`config.mk`:
```
export PLATFORM = sky130hd
export DESIGN_NAME = generational_handle_allocator_unit
export DESIGN_NICKNAME = d
export VERILOG_FILES = /design/src/sv/gha_pkg.sv /design/src/sv/generational_handle_allocator_unit.sv /design/src/sv/gha_ram.sv
export SDC_FILE = /design/constraint.sdc
export NUM_CORES = 1
export LEC_CHECK = 0
export BUFFER_PORTS_ARGS = -buffer_cell sky130_fd_sc_hd__buf_2
export CAP_MARGIN = 20
export CORE_MARGIN = 2
export CORE_UTILIZATION = 55
export CTS_CLUSTER_DIAMETER = 100
export CTS_CLUSTER_SIZE = 8
export DETAILED_ROUTE_END_ITERATION = 12
export HOLD_SLACK_MARGIN = 0.05
export PLACE_DENSITY = 0.73
export SLEW_MARGIN = 20
export SYNTH_ARGS = -nofsm -noshare
export SYNTH_HDL_FRONTEND = slang
export SYNTH_HIERARCHICAL = 1
export SYNTH_SLANG_ARGS = --single-unit
```
`constraint.sdc`:
```
create_clock -name clk -period 3.48 [get_ports clk]
set_input_delay 0.522 -clock clk [delete_from_list [all_inputs] [get_ports clk]]
set_output_delay 0.522 -clock clk [all_outputs]
set_load 0.01 [all_outputs]
```
`src/sv/gha_pkg.sv`:
```
// Shared types, constants and handle packing for the generational handle allocator.
`timescale 1ns / 1ps
`default_nettype none

package gha_pkg;

  localparam int SLOTS      = 32;
  localparam int GEN_BITS   = 16;
  localparam int TYPE_BITS  = 4;
  localparam int INDEX_BITS = 12;

  localparam int SLOT_W     = (SLOTS > 1) ? $clog2(SLOTS) : 1;
  localparam int CMP_W      = 16;
  localparam int OTYPE_W    = 4;
  localparam int CAP_W      = 6;
  localparam int REL_W      = 12;
  localparam int SIDX_W     = 5;
  localparam int HANDLE_W   = 32;
  localparam int CFG_IDX_W  = 2;
  localparam int CFG_DATA_W = 8;

  typedef enum logic [1:0] {
    ST_OK            = 2'd0,
    ST_NO_SPACE      = 2'd1,
    ST_BAD_CAPACITY  = 2'd2,
    ST_RELEASE_RANGE = 2'd3
  } status_t;

  typedef enum logic [CFG_IDX_W-1:0] {
    REG_OBJECT_TYPE  = 2'd0,
    REG_SLOTS_IN_USE = 2'd1
  } cfg_reg_t;

  typedef enum logic {
    OP_ALLOCATE = 1'b0,
    OP_RELEASE  = 1'b1
  } op_t;

  typedef struct packed {
    op_t                operation;
    logic [REL_W-1:0]   release_slot;
  } in_word_t;

  typedef struct packed {
    status_t               status;
    logic [SIDX_W-1:0]     slot_index;
    logic [HANDLE_W-1:0]   handle;
  } out_word_t;

  function automatic logic [HANDLE_W-1:0] pack_handle(
    input logic [SLOT_W-1:0]   idx,
    input logic [OTYPE_W-1:0]  otype,
    input logic [GEN_BITS-1:0] gen
  );
    logic [63:0] h;
    h = 64'(idx) & ((64'd1 << INDEX_BITS) - 64'd1);
    h = h | ((64'(otype) & ((64'd1 << TYPE_BITS) - 64'd1)) << INDEX_BITS);
    h = h | (64'(gen) << (INDEX_BITS + TYPE_BITS));
    return h[HANDLE_W-1:0];
  endfunction

endpackage

`default_nettype wire

```
`src/sv/generational_handle_allocator_unit.sv`:
```
// Top level of the generational handle allocator.
// Usage:
//   Input channel: drive in_word and raise start; the word is taken at a clock
//   edge where start is high and busy is low. operation selects allocate or
//   release; release_slot names the slot to free.
//   Result channel: each word gives exactly one result, shown on out_word for
//   one cycle with out_valid high. The receiver cannot stall; it must take it.
//   Config channel: cfg_valid/cfg_ready with cfg_index (0 object_type,
//   1 slots_in_use) and cfg_data; cfg_ready is always high. Write only when idle.
// Flow: the result is registered at the write-back edge that follows the accepting
//   edge and is then on the ports. busy is high for one cycle after each accept,
//   so a new word is not taken until the last one has been written back.
//   The busy cycle is set by the read-modify-write of the generation RAM: read at
//   the accept edge, increment and write back in the following cycle.
// Allocated bits sit in flops and are priority encoded at accept time.
// Reset (rst_n low, synchronous) clears all allocated bits, marks every
// generation entry invalid (reads as zero), object_type 0, slots_in_use 32.
`timescale 1ns / 1ps
`default_nettype none

module generational_handle_allocator_unit
  import gha_pkg::*;
(
  input  wire logic                  clk,
  input  wire logic                  rst_n,
  input  wire logic                  start,
  output logic                       busy,
  input  wire in_word_t              in_word,
  output logic                       out_valid,
  output out_word_t                  out_word,
  input  wire logic                  cfg_valid,
  output logic                       cfg_ready,
  input  wire logic [CFG_IDX_W-1:0]  cfg_index,
  input  wire logic [CFG_DATA_W-1:0] cfg_data
);

  typedef enum logic {
    S_IDLE,
    S_WB
  } state_t;

  state_t               state_r;
  logic [SLOTS-1:0]     used_r;
  logic [SLOTS-1:0]     gen_valid_r;
  logic [OTYPE_W-1:0]   object_type_r;
  logic [CAP_W-1:0]     slots_in_use_r;
  status_t              st_r;
  logic                 grant_r;
  logic [SLOT_W-1:0]    idx_r;
  logic                 rd_valid_r;
  logic                 out_valid_r;
  out_word_t            out_word_r;

  logic [CMP_W-1:0]     eff_cap;
  logic [SLOTS-1:0]     free_vec;
  logic                 found;
  logic [SLOT_W-1:0]    found_idx;
  logic                 accept;
  logic [GEN_BITS-1:0]  rdata;
  logic [GEN_BITS-1:0]  gen_cur;
  logic [GEN_BITS-1:0]  gen_nxt;
  logic                 ram_we;
  logic [SLOT_W-1:0]    rel_idx;

  assign accept    = start && (state_r == S_IDLE);
  assign busy      = (state_r != S_IDLE);
  assign cfg_ready = 1'b1;
  assign out_valid = out_valid_r;
  assign out_word  = out_word_r;
  assign rel_idx   = in_word.release_slot[SLOT_W-1:0];

  assign eff_cap = (CMP_W'(slots_in_use_r) > CMP_W'(SLOTS)) ? CMP_W'(SLOTS)
                                                             : CMP_W'(slots_in_use_r);

  always_comb begin
    for (int i = 0; i < SLOTS; i++) begin
      free_vec[i] = !used_r[i] && (CMP_W'(i) < eff_cap);
    end
  end

  always_comb begin
    found     = 1'b0;
    found_idx = '0;
    for (int i = SLOTS - 1; i >= 0; i--) begin
      if (free_vec[i]) begin
        found     = 1'b1;
        found_idx = SLOT_W'(i);
      end
    end
  end

  assign gen_cur = rd_valid_r ? rdata : '0;

  always_comb begin
    gen_nxt = gen_cur + GEN_BITS'(1);
    if (gen_nxt == '0) begin
      gen_nxt = GEN_BITS'(1);
    end
  end

  assign ram_we = (state_r == S_WB) && grant_r;

  gha_ram #(
    .WIDTH (GEN_BITS),
    .DEPTH (SLOTS)
  ) u_gen_ram (
    .clk   (clk),
    .we    (ram_we),
    .waddr (idx_r),
    .wdata (gen_nxt),
    .raddr (found_idx),
    .rdata (rdata)
  );

  always_ff @(posedge clk) begin
    if (!rst_n) begin
      object_type_r  <= '0;
      slots_in_use_r <= CAP_W'(32);
    end else if (cfg_valid && cfg_ready) begin
      case (cfg_reg_t'(cfg_index))
        REG_OBJECT_TYPE:  object_type_r  <= cfg_data[OTYPE_W-1:0];
        REG_SLOTS_IN_USE: slots_in_use_r <= cfg_data[CAP_W-1:0];
        default: ;
      endcase
    end
  end

  always_ff @(posedge clk) begin
    rd_valid_r <= gen_valid_r[found_idx];
    if (!rst_n) begin
      state_r     <= S_IDLE;
      used_r      <= '0;
      gen_valid_r <= '0;
      out_valid_r <= 1'b0;
      grant_r     <= 1'b0;
      st_r        <= ST_OK;
      idx_r       <= '0;
    end else begin
      out_valid_r <= 1'b0;
      case (state_r)
        S_IDLE: begin
          if (accept) begin
            state_r <= S_WB;
            grant_r <= 1'b0;
            idx_r   <= found_idx;
            if (in_word.operation == OP_ALLOCATE) begin
              if (eff_cap == '0) begin
                st_r <= ST_BAD_CAPACITY;
              end else if (found) begin
                st_r              <= ST_OK;
                grant_r           <= 1'b1;
                used_r[found_idx] <= 1'b1;
              end else begin
                st_r <= ST_NO_SPACE;
              end
            end else begin
              if (CMP_W'(in_word.release_slot) < eff_cap) begin
                st_r            <= ST_OK;
                used_r[rel_idx] <= 1'b0;
              end else begin
                st_r <= ST_RELEASE_RANGE;
              end
            end
          end
        end
        S_WB: begin
          state_r               <= S_IDLE;
          out_valid_r           <= 1'b1;
          out_word_r.status     <= st_r;
          out_word_r.slot_index <= grant_r ? SIDX_W'(idx_r) : '0;
          out_word_r.handle     <= grant_r ? pack_handle(idx_r, object_type_r, gen_nxt)
                                           : '0;
          if (grant_r) begin
            gen_valid_r[idx_r] <= 1'b1;
          end
        end
        default: state_r <= S_IDLE;
      endcase
    end
  end

  a_strobe_single: assert property (@(posedge clk) disable iff (!rst_n)
    out_valid_r |=> !out_valid_r)
    else $error("result strobe held longer than one cycle");

  a_fail_zero: assert property (@(posedge clk) disable iff (!rst_n)
    (out_valid_r && out_word_r.status != ST_OK) |->
      (out_word_r.handle == '0 && out_word_r.slot_index == '0))
    else $error("failed request carries a handle");

  a_grant_marked: assert property (@(posedge clk) disable iff (!rst_n)
    (out_valid_r && out_word_r.handle != '0) |-> used_r[idx_r])
    else $error("granted slot not marked allocated");

  a_gen_nonzero: assert property (@(posedge clk) disable iff (!rst_n)
    ram_we |-> (gen_nxt != '0))
    else $error("generation written as zero");

  a_result_follows: assert property (@(posedge clk) disable iff (!rst_n)
    out_valid_r |-> $past(state_r == S_WB))
    else $error("result without a preceding write-back cycle");

endmodule

`default_nettype wire

```
`src/sv/gha_ram.sv`:
```
// Generic single-port-write, registered-read RAM.
`timescale 1ns / 1ps
`default_nettype none

module gha_ram #(
  parameter int WIDTH = 16,
  parameter int DEPTH = 32
) (
  input  wire logic                                      clk,
  input  wire logic                                      we,
  input  wire logic [((DEPTH > 1) ? $clog2(DEPTH) : 1)-1:0] waddr,
  input  wire logic [WIDTH-1:0]                          wdata,
  input  wire logic [((DEPTH > 1) ? $clog2(DEPTH) : 1)-1:0] raddr,
  output logic      [WIDTH-1:0]                          rdata
);

  logic [WIDTH-1:0] mem [DEPTH];

  always_ff @(posedge clk) begin
    if (we) begin
      mem[waddr] <= wdata;
    end
    rdata <= mem[raddr];
  end

endmodule

`default_nettype wire
```
* Word-level counts from Yosys, hierarchy flattened
Memory sizes are Yosys's and may differ from the RTL's. A register that Yosys moved wholly into a read port is not among the register bits.
Index checks and enable logic that the tools add are counted.
** Cells by class
- Reduce and logical (&&, ||, !) cells :: 79
- Bitwise logic cells :: 7
- Muxes and demuxes :: 91
- Eq/ne operators :: 3
- Add/sub/neg operators :: 1
- Order comparisons :: 40
** Operators with widths (number)
- 2-to-1 mux 5 bit :: 32
- 2-to-1 mux 32 bit :: 4
- less-than comparator 5 x 6 -> 1 bit (first input constant) :: 16
- OR 32 bit :: 2
- less-than comparator 4 x 6 -> 1 bit (first input constant) :: 8
- 2-to-1 mux 1 bit :: 44
- logical AND 1 bit :: 37
- bitwise AND 32 bit :: 1
- zero test 1 bit :: 32
- zero test 16 bit :: 2
- 2-to-1 mux 16 bit :: 2
- NOT 32 bit :: 1
- OR 16 x 32 -> 32 bit :: 1
- less-than comparator 3 x 6 -> 1 bit (first input constant) :: 4
- less-than comparator 5 x 6 -> 1 bit (second input constant) :: 3
- adder 16 x 1 -> 16 bit (second input constant) :: 1
- OR 5 x 16 -> 16 bit :: 1
- demux 1 bit (select 5 bit) :: 3
- greater-or-equal comparator 5 x 1 -> 1 bit (second input constant) :: 3
- less-than comparator 1 x 6 -> 1 bit (first input constant) :: 2
- less-than comparator 12 x 6 -> 1 bit :: 1
- less-than comparator 2 x 6 -> 1 bit (first input constant) :: 2
- AND reduction 2 bit :: 5
- > comparator 6 bit (second input constant) :: 1
- other kinds (11) :: 13
** Word-level totals
- Word-level logic and storage cells :: 235
- Bits of input ports :: 27
- Memories kept :: 1
- Memory bits (writable) :: 512
- Bits in registers :: 124
** Memories
- u_gen_ram.mem :: depth 32, width 16, rd ports 1, clocked after memory_dff 1, wr ports 1, line gha_ram.sv:17 : logic [WIDTH-1:0] mem [DEPTH];

* Logic depth before layout (Yosys ltp)
Gate-level depths: netlist (run 1).
- Depth after elaboration :: 44
- Gate-level depth with buffers :: 17
- Gate-level depth less buffers :: 12

* By module
Netlist (run 1), hierarchy kept.
** Modules (own cells, without submodules)
- gha_ram :: seq. area each 15695.1 sq um, cells an instance 1143, instances 1, area each 20534.7 sq um
- generational_handle_allocator_unit :: seq. area each 2512.4 sq um, cells an instance 707, instances 1, area each 6219.7 sq um

* Least setup slack after synthesis (run 1)
Ideal clock, no wire load.
- Path kind :: register to register
- From :: register rd_valid_r
- To :: memory u_gen_ram.mem[0][0] (data pin)
- Clock period less this slack :: 3.521 ns
- Library setup time :: 0.278 ns
- Path slack :: -0.041 ns
- Required time :: 3.202 ns
- Stages on the path, launching flop included :: 12
- Path buffers :: 2
- Arrival :: 3.243 ns
- Cells stage by stage :: dfxtp_1 -> clkbuf_1 -> clkbuf_1 -> and2_1 -> ha_1 -> nand3_1 -> nor2_1 -> xnor2_1 -> or4_1 -> nor4_1 -> nand4_1 -> nand2_1
** On the way
- Word-level cells in the longest chain between the ends :: 4
** Ends and longest elaborated chain
- start: declaration :: line generational_handle_allocator_unit.sv:50 : logic rd_valid_r;
- start signal: assignment :: line generational_handle_allocator_unit.sv:129 : rd_valid_r <= gen_valid_r[found_idx];
- 2-to-1 mux 16 bit * :: line generational_handle_allocator_unit.sv:92 : assign gen_cur = rd_valid_r ? rdata : '0;
- adder 16 x 1 -> 16 bit * :: line generational_handle_allocator_unit.sv:95 : gen_nxt = gen_cur + GEN_BITS'(1);
- zero test 16 bit :: line generational_handle_allocator_unit.sv:96 : if (gen_nxt == '0) begin
- 2-to-1 mux 16 bit * :: line generational_handle_allocator_unit.sv:96
- net gen_nxt[0] :: line generational_handle_allocator_unit.sv:61 : logic [GEN_BITS-1:0] gen_nxt;
- end: declaration :: line gha_ram.sv:17
Mark *: on every way through the listed nets, which the timed path passes. The rest lies on a longest branch.

* Worst setup path after layout (run 1)
- From :: register slots_in_use_r[5]
- To :: register u_gen_ram.rdata[6], read port of u_gen_ram.mem
** On the way
- Word-level cells in the longest chain between the ends :: 36
- Elaborated cells on any way between the ends :: 98
** Ends and longest elaborated chain
- start: declaration :: line generational_handle_allocator_unit.sv:46 : logic [CAP_W-1:0] slots_in_use_r;
- start signal: assignment :: line generational_handle_allocator_unit.sv:122 : REG_SLOTS_IN_USE: slots_in_use_r <= cfg_data[CAP_W-1:0];
- > comparator 6 bit :: line generational_handle_allocator_unit.sv:72 : assign eff_cap = (CMP_W'(slots_in_use_r) > CMP_W'(SLOTS)) ? CMP_W'(SLOTS)
- 2-to-1 mux 6 bit * :: line generational_handle_allocator_unit.sv:72
- less-than comparator 5 x 6 -> 1 bit :: line generational_handle_allocator_unit.sv:77 : free_vec[i] = !used_r[i] && (CMP_W'(i) < eff_cap);
- logical AND 1 bit :: line generational_handle_allocator_unit.sv:77
- 2-to-1 mux 5 bit (31 in a row) :: line generational_handle_allocator_unit.sv:85 : if (free_vec[i]) begin
- 2-to-1 mux 5 bit * :: line generational_handle_allocator_unit.sv:85
- end: declaration :: line gha_ram.sv:14 : output logic [WIDTH-1:0] rdata
Mark *: on every way between the ends. The rest lies on a longest branch, timed or not.
A chain may end at the register's enable or synchronous reset.

==> results.py, run 1 <==
metrics = {
    "synthesis": {
        "synth_cells": 1850,
        "synth.area.top_cells": "edfxtp_1 60%, mux2i_1 10%, dfxtp_1 7.6%, a22oi_1 2.0%, nand2_1 1.6%",
        "synth.distinct_cells": 74,
        "yosysSeqAreaShare_pct": 68.1,
        "synth_compound_area_share_pct": 8.72,
        "synth_top_cell_by_area": "edfxtp_1",
        "synthSimpleGateAreaFrac_pct": 8.60,
        "yosysMostFrequentCell": "edfxtp_1",
        "yosys.area_share.adder_pct": 0.281,
        "ys.flop_type": "edfxtp_1",
        "synthArstFlopShare_pct": 0,
        "ys_top_cells_by_count": "539 x edfxtp_1, 275 x mux2i_1, 114 x nand2_1, 101 x dfxtp_1, 75 x nor2_1",
        "synth_top_family_by_area": "multiplexers",
        "syn_area_mm2": 0.0268,
        "synthXorXnorAreaFrac_pct": 0.458,
        "synth_enable_flop_cells": 539,
        "synth_mux_area_share_pct": 10.6,
        "ys_ff_latch": 640,
        "yosys_warnings": 6,
        "yosysTopAreaCellShare_pct": 60.5,
        "avgSynthCellArea_um2": 14.5,
    },
    "timing": {
        "maxSlewViolCount": 0,
        "relSlewSlack_pct": 49.1,
        "hold_violations": 0,
        "fin_worst_hold_slack_ps": 142,
        "tightestPinTransition_ps": 762,
        "setup_viol": 0,
        "period_needed_ps": 3390,
        "fin_skew_ps": 15.7,
        "fmax_mhz": 295,
        "final.setup.tns_ps": 0,
        "rsz0062_at_grt": "yes",
        "layout_worst_path_cycle_share_pct": 97.6,
        "layout_setup_ws_ps": 85.1,
    },
    "route": {
        "finalWirelength_um": 65700,
        "viasPerCell": 6.13,
        "wl_per_cell_um": 23.8,
        "vias": 16949,
        "drtPass1Iterations": 5,
        "drcViolationCount": 0,
        "drt-initial-drc-count": 1699,
        "drtAntennaViolNets": 0,
    },
    "cells_and_area": {
        "fillers": 3265,
        "area_delta_synth_final_pct": 18.7,
        "fin_util_pct": 66.4,
        "diodes": 0,
        "drive_gt1_share_pct": 19.8,
        "stdcell_count": 2767,
        "nets": 2134,
    },
    "global_routing": {
        "grt_usage_pct": 25.7,
        "gr-total-overflow": 0,
        "antenna_found_initial": 2,
        "grt_pass1_wl_um": 97300,
        "grt_pass1_vias": 16815,
        "grt_max_degree": 85,
    },
    "worst_hold_path": {
        "hold_path.class": "input pin to register",
    },
    "floorplanning": {
        "rows": 80,
        "start_util_pct": 55.9,
        "die_area_mm2": 0.0504,
        "die_w_um": 225,
        "core-area_mm2": 0.0478,
        "boundaryPins": 69,
        "die_h_um": 225,
    },
    "critical_path": {
        "critPathLaunchType": "register",
        "crit_chain": "buf_6, buf_4, a21oi_1, a211o_1, and4b_1, nand2b_1, nand3_1, a21boi_2, buf_4, nor2_4, buf_12, buf_4, buf_12, a22oi_1, nand4_1, nand3_1",
        "cp-startpoint": "slots_in_use_r[5]",
        "critical_path.most_common_cell": "buf_4",
        "critPathTopFamily": "simple AND/OR/NAND/NOR gates",
        "cp_slowest_cell": "dfxtp_2",
        "worstSetupPathType": "register to register",
        "cp_num_buf_inv": 6,
        "endpoint": "u_gen_ram/rdata[6]",
        "slowest_delay_ps": 360,
        "path_depth": 16,
        "r2r-start": "slots_in_use_r[5]",
        "end_kind": "register",
        "worstReg2RegEnd": "u_gen_ram/rdata[6]",
        "ff2ff_setup_slack_ps": 90,
        "r2r_cells": 16,
        "crit_fanout": 19,
        "cp.arrival_ps": 3950,
        "cp.required_ps": 4030,
    },
    "pwr": {
        "power_density_mw_per_mm2": 533,
        "intPower_mw": 13.4,
        "vdd_ir_drop_max_mv": 0.386,
        "power.share.combinational_pct": 4.9,
        "netSwitchingFraction_pct": 20.8,
        "pwr-share-seq_pct": 49.1,
        "p_leak_nw": 10.6,
        "p_switching_mw": 3.52,
        "p_clk_share_pct": 46.0,
    },
    "run_status": {
        "status": "completed",
    },
    "clock_network": {
        "clock_path_buffers": 3,
        "clock_latency_ps": 620,
        "clock_sinks": 640,
        "cts-root-buf": "clkbuf_16",
        "hold_buffers": 0,
        "ctsHtreeMaxLevel": 3,
        "cts_tree": "yes",
        "cts_made_buffers": 89,
        "path_clk_slew_ps": 50,
    },
    "job": {
        "max_cap_viol_count": 0,
    },
    "placed_design": {
        "gp_routability_congestion": 0.902,
        "dp.cells": 2622,
        "portBuffers": 58,
        "post-place-ws_ps": -94.8,
        "dpl.hpwl_um": 40300,
    },
}
[cells by family after synthesis]
logic type               count (synthesis)
multiplexers                           279
AO/OA/AOI/OAI                          340
buffers and inverters                  132
flip-flops                             640
adder cells (fa/ha/maj)                  6
AND/OR/NAND/NOR                        437
other                                    2
XOR/XNOR                                14
[tightest hold or removal path, stage by stage]
cell and delay [ps]:
buf_2 70, o21ai_0 70, nand2_1 60
[worst min-delay path by stage]
stage                      from           endpoint  slack (ps)  cells past startpoint
finish              cfg_data[5]  slots_in_use_r[5]         140                      3
global route        cfg_data[5]  slots_in_use_r[5]         160                      3
CTS                 cfg_data[5]  slots_in_use_r[5]         120                      3
detailed placement      st_r[0]       out_word[37]         420                      0
global placement        st_r[0]       out_word[37]         410                      0
floorplan               st_r[0]       out_word[37]         400                      0
[stage by stage]
stage / area (um^2) / power [mW]
after floorplan: 26800 / 8.97
after global placement: 29000 / 9.22
after detailed placement: 29000 / 9.24
after CTS: 31500 / 17.0
after global routing: 31800 / 17.4
final: 31800 / 16.9
[cells in the final DEF, fill, tap and decap left out, types with 34 or more instances in the layout]
cell | netlist | routed
a21boi_1 | 35 | 35
a21oi_1 | 67 | 63
a22o_1 | 34 | 34
a22oi_1 | 70 | 69
and2_1 | 43 | 42
buf_2 | 28 | 58
buf_4 | 34 | 177
clkbuf_1 | 34 | 47
clkbuf_16 | 0 | 93
dfxtp_1 | 101 | 97
edfxtp_1 | 539 | 539
mux2i_1 | 275 | 275
nand2_1 | 114 | 114
nand3_1 | 50 | 50
nor2_1 | 75 | 74
o21ai_0 | 42 | 42
[power groups by stage]
stage | logic (mW) | registers, mW | clock network, mW
after global routing | 0.877 | 8.30 | 8.23
after detailed placement | 0.787 | 8.45 | 0
after CTS | 0.795 | 8.31 | 7.88
final | 0.826 | 8.31 | 7.79
after floorplan | 0.535 | 8.44 | 0
after global placement | 0.771 | 8.45 | 0
[final cells by class]
type                       count  area [um^2]  share of cell area (%)
inverter                      17         66.3                   0.209
clock inverter                 5         80.1                   0.252
clock buffer                 137         2430                    7.65
sequential                   640        18200                    57.3
tap                          615          769                    2.42
multi-input combinational   1084         7900                    24.9
timing repair buffer         269         2310                    7.26
[layer usage]
layer | GRT usage (%) | vias to the layer above | routed length [um]
met5 | 0 | - | 0
met4 | 7.80 | 0 | 1480
met3 | 4.78 | 113 | 4810
met2 | 42.9 | 683 | 32400
met1 | 34.6 | 8568 | 27100
li1 | - | 7585 | -
[repair_timing]
item | 4_1_cts | 5_1_grt
pin swaps | 0 | 8
setup endpoints to repair | 14 | 39
hold endpoints to repair | 0 | 0
resized for setup | 8 | 34
cloned | 0 | 3
buffers inserted | 0 | 0
[flip-flops by register name (all words and copies together) (netlist names), 4 cells and up]
| signal | cells |
|---|---|
| out_word | 27 |
| u_gen_ram/rdata | 16 |
| idx_r | 5 |
| u_gen_ram/mem | 512 |
| slots_in_use_r | 6 |
| used_r | 32 |
| object_type_r | 4 |
| gen_valid_r | 32 |
Power figures use the tool's default switching activity.
==> run 2, diff against run 1 <==
--- a/config.mk
+++ b/config.mk
@@ -13,7 +13,7 @@
 export CTS_CLUSTER_SIZE = 8
 export DETAILED_ROUTE_END_ITERATION = 12
 export HOLD_SLACK_MARGIN = 0.05
-export PLACE_DENSITY = 0.73
+export PLACE_DENSITY = 0.71
 export SLEW_MARGIN = 20
 export SYNTH_ARGS = -nofsm -noshare
 export SYNTH_HDL_FRONTEND = slang
==> constraint.sdc (replaced) <==
create_clock -name clk -period 4.25 [get_ports clk]
set_input_delay 0.6375 -clock clk [delete_from_list [all_inputs] [get_ports clk]]
set_output_delay 0.6375 -clock clk [all_outputs]
set_load 0.01 [all_outputs]
==> run 2 against run 1 <==
Effect of this change:
- clock-buffer cell count decreased by 14
- routed wire length decreased by 2.2%
- non-clock buffer count decreased by 70
- clock skew increased by 1.9 ps
- sequential cell count unchanged
- largest power group unchanged
- highest routed layer unchanged
==> results.py, run 2 (synthesis results as in run 1) <==
metrics = {
    "timing": {
        "fin_worst_hold_slack_ps": 276,
        "tightestPinTransition_ps": 876,
        "layout_setup_ws_ps": 203,
        "layout_worst_path_cycle_share_pct": 95.2,
        "maxSlewViolCount": 0,
        "fmax_mhz": 247,
        "final.setup.tns_ps": 0,
        "fin_skew_ps": 17.5,
        "setup_viol": 0,
        "relSlewSlack_pct": 41.4,
        "period_needed_ps": 4050,
        "rsz0062_at_grt": "no",
        "hold_violations": 0,
    },
    "clock_network": {
        "clock_latency_ps": 620,
        "clock_path_buffers": 3,
        "cts_tree": "yes",
        "hold_buffers": 0,
        "ctsHtreeMaxLevel": 3,
        "cts-root-buf": "clkbuf_16",
        "path_clk_slew_ps": 50,
        "cts_made_buffers": 89,
        "clock_sinks": 640,
        "post_cts_resized": 0,
        "cts_setup_buffers": 0,
    },
    "pwr": {
        "p_total_mw": 13.7,
        "vdd_ir_drop_max_mv": 0.277,
        "p_leak_nw": 10.1,
        "power_density_mw_per_mm2": 445,
    },
    "critical_path": {
        "critPathTopFamily": "compound AO/OA/AOI/OAI gates",
        "crit_fanout": 34,
        "ff2ff_setup_slack_ps": 200,
        "crit_chain": "buf_4, o211ai_1, a221oi_2, nor2_1, o311ai_0, nand3_1, a21boi_1, buf_4, and2_2, buf_12, a22o_1, nor3_1, a31oi_1, nand3_1",
        "critPathLaunchType": "register",
        "cp.arrival_ps": 4530,
        "cp.required_ps": 4730,
        "path_depth": 14,
        "worstSetupPathType": "register to register",
        "slowest_delay_ps": 780,
        "cp-startpoint": "slots_in_use_r[2]",
        "r2r-start": "slots_in_use_r[2]",
        "endpoint": "u_gen_ram/rdata[0]",
        "end_kind": "register",
        "worstReg2RegEnd": "u_gen_ram/rdata[0]",
        "r2r_cells": 14,
        "cp_num_buf_inv": 3,
        "cp_slowest_cell": "dfxtp_1",
    },
    "global_routing": {
        "gr-total-overflow": 0,
        "grt_usage_pct": 25.8,
        "grt_pass1_wl_um": 96500,
        "grt_pass1_vias": 16345,
        "grt_max_degree": 85,
        "antenna_found_initial": 2,
    },
    "route": {
        "wl_per_cell_um": 24.0,
        "drt-initial-drc-count": 1514,
        "drtAntennaViolNets": 0,
        "finalWirelength_um": 64300,
        "drcViolationCount": 0,
        "vias": 16301,
        "viasPerCell": 6.08,
        "drtPass1Iterations": 6,
    },
    "floorplanning": {
        "die_w_um": 225,
        "core-area_mm2": 0.0478,
        "die_area_mm2": 0.0504,
        "boundaryPins": 69,
        "rows": 80,
        "die_h_um": 225,
        "start_util_pct": 55.9,
    },
    "cells_and_area": {
        "fin_util_pct": 64.5,
        "top_register": "u_gen_ram/mem",
        "stdcell_area_mm2": 0.0309,
        "stdcell_count": 2683,
        "diodes": 0,
        "area_delta_synth_final_pct": 15.3,
        "reg.largest.list": "u_gen_ram/mem (512), gen_valid_r (32), used_r (32)",
        "final_common_cell": "edfxtp_1",
        "final_cell_mix": "539 x edfxtp_1, 275 x mux2i_1, 120 x buf_4, 114 x nand2_1, 101 x dfxtp_1",
        "fillers": 3426,
        "largest_reg_flops": 512,
        "nets": 2064,
        "drive_gt1_share_pct": 16.0,
    },
    "placed_design": {
        "placed_area_mm2": 0.0284,
        "portBuffers": 58,
        "post-place-ws_ps": 203,
        "gp_routability_congestion": 0.910,
        "dpl.hpwl_um": 38600,
        "dp.cells": 2554,
    },
    "job": {
        "max_cap_viol_count": 0,
    },
    "worst_hold_path": {
        "hold_path.class": "input pin to register",
    },
    "run_status": {
        "status": "completed",
    },
}
-- run 2: cell types whose count changed in the layout (fill, tap and decap cells not counted), moves of 4 or more --
cell,before,now
buf_12,24,20
a31oi_2,9,1
clkbuf_1,47,33
dfxtp_1,97,101
a21oi_1,63,67
buf_4,177,120
a31oi_1,12,20
a21oi_2,4,0
-- run 2: power breakdown --
part / total [mW] / switching [mW] / internal [mW] / leakage, nW
Clock: 6.30 / 2.47 / 3.83 / 1.18
Combinational: 0.623 / 0.342 / 0.281 / 3.40
Sequential: 6.81 / 0.0328 / 6.77 / 5.56
-- run 2: per-layer routing --
metal	vias up	global-route usage (%)	part of all wire (%)	wire length, um
met4	0	9.21	2.6	1700
met2	621	43.0	49	31700
met1	8134	34.4	41	26700
met3	116	4.23	6.6	4260
met5	-	0	0	0
li1	7430	-	-	-
-- run 2: worst min-delay path by stage --
stage	from	end	slack (ps)	cells past startpoint
final	cfg_data[5]	slots_in_use_r[5]	280	3
after global routing	cfg_data[5]	slots_in_use_r[5]	270	3
after CTS	cfg_data[5]	slots_in_use_r[5]	260	3
after detailed placement	st_r[0]	out_word[37]	410	0
after global placement	st_r[0]	out_word[37]	410	0
after floorplan	st_r[0]	out_word[37]	400	0
-- run 2: layout make-up --
class / instances / area [um^2] / area share [%]
clock buffers: 123 / 2380 / 7.70
clock inverters: 5 / 80.1 / 0.259
well taps: 615 / 769 / 2.49
inverters: 17 / 63.8 / 0.207
repair buffers: 199 / 1610 / 5.21
multi-input cells: 1084 / 7760 / 25.1
flip-flops and latches: 640 / 18200 / 59.0
-- run 2: worst min-delay path: cells and delay by family --
family | cells | cell delay [ps]
and+or+nand+nor | 1 | 60
AOI/OAI and AO/OA | 1 | 80
buffers and inverters | 1 | 80
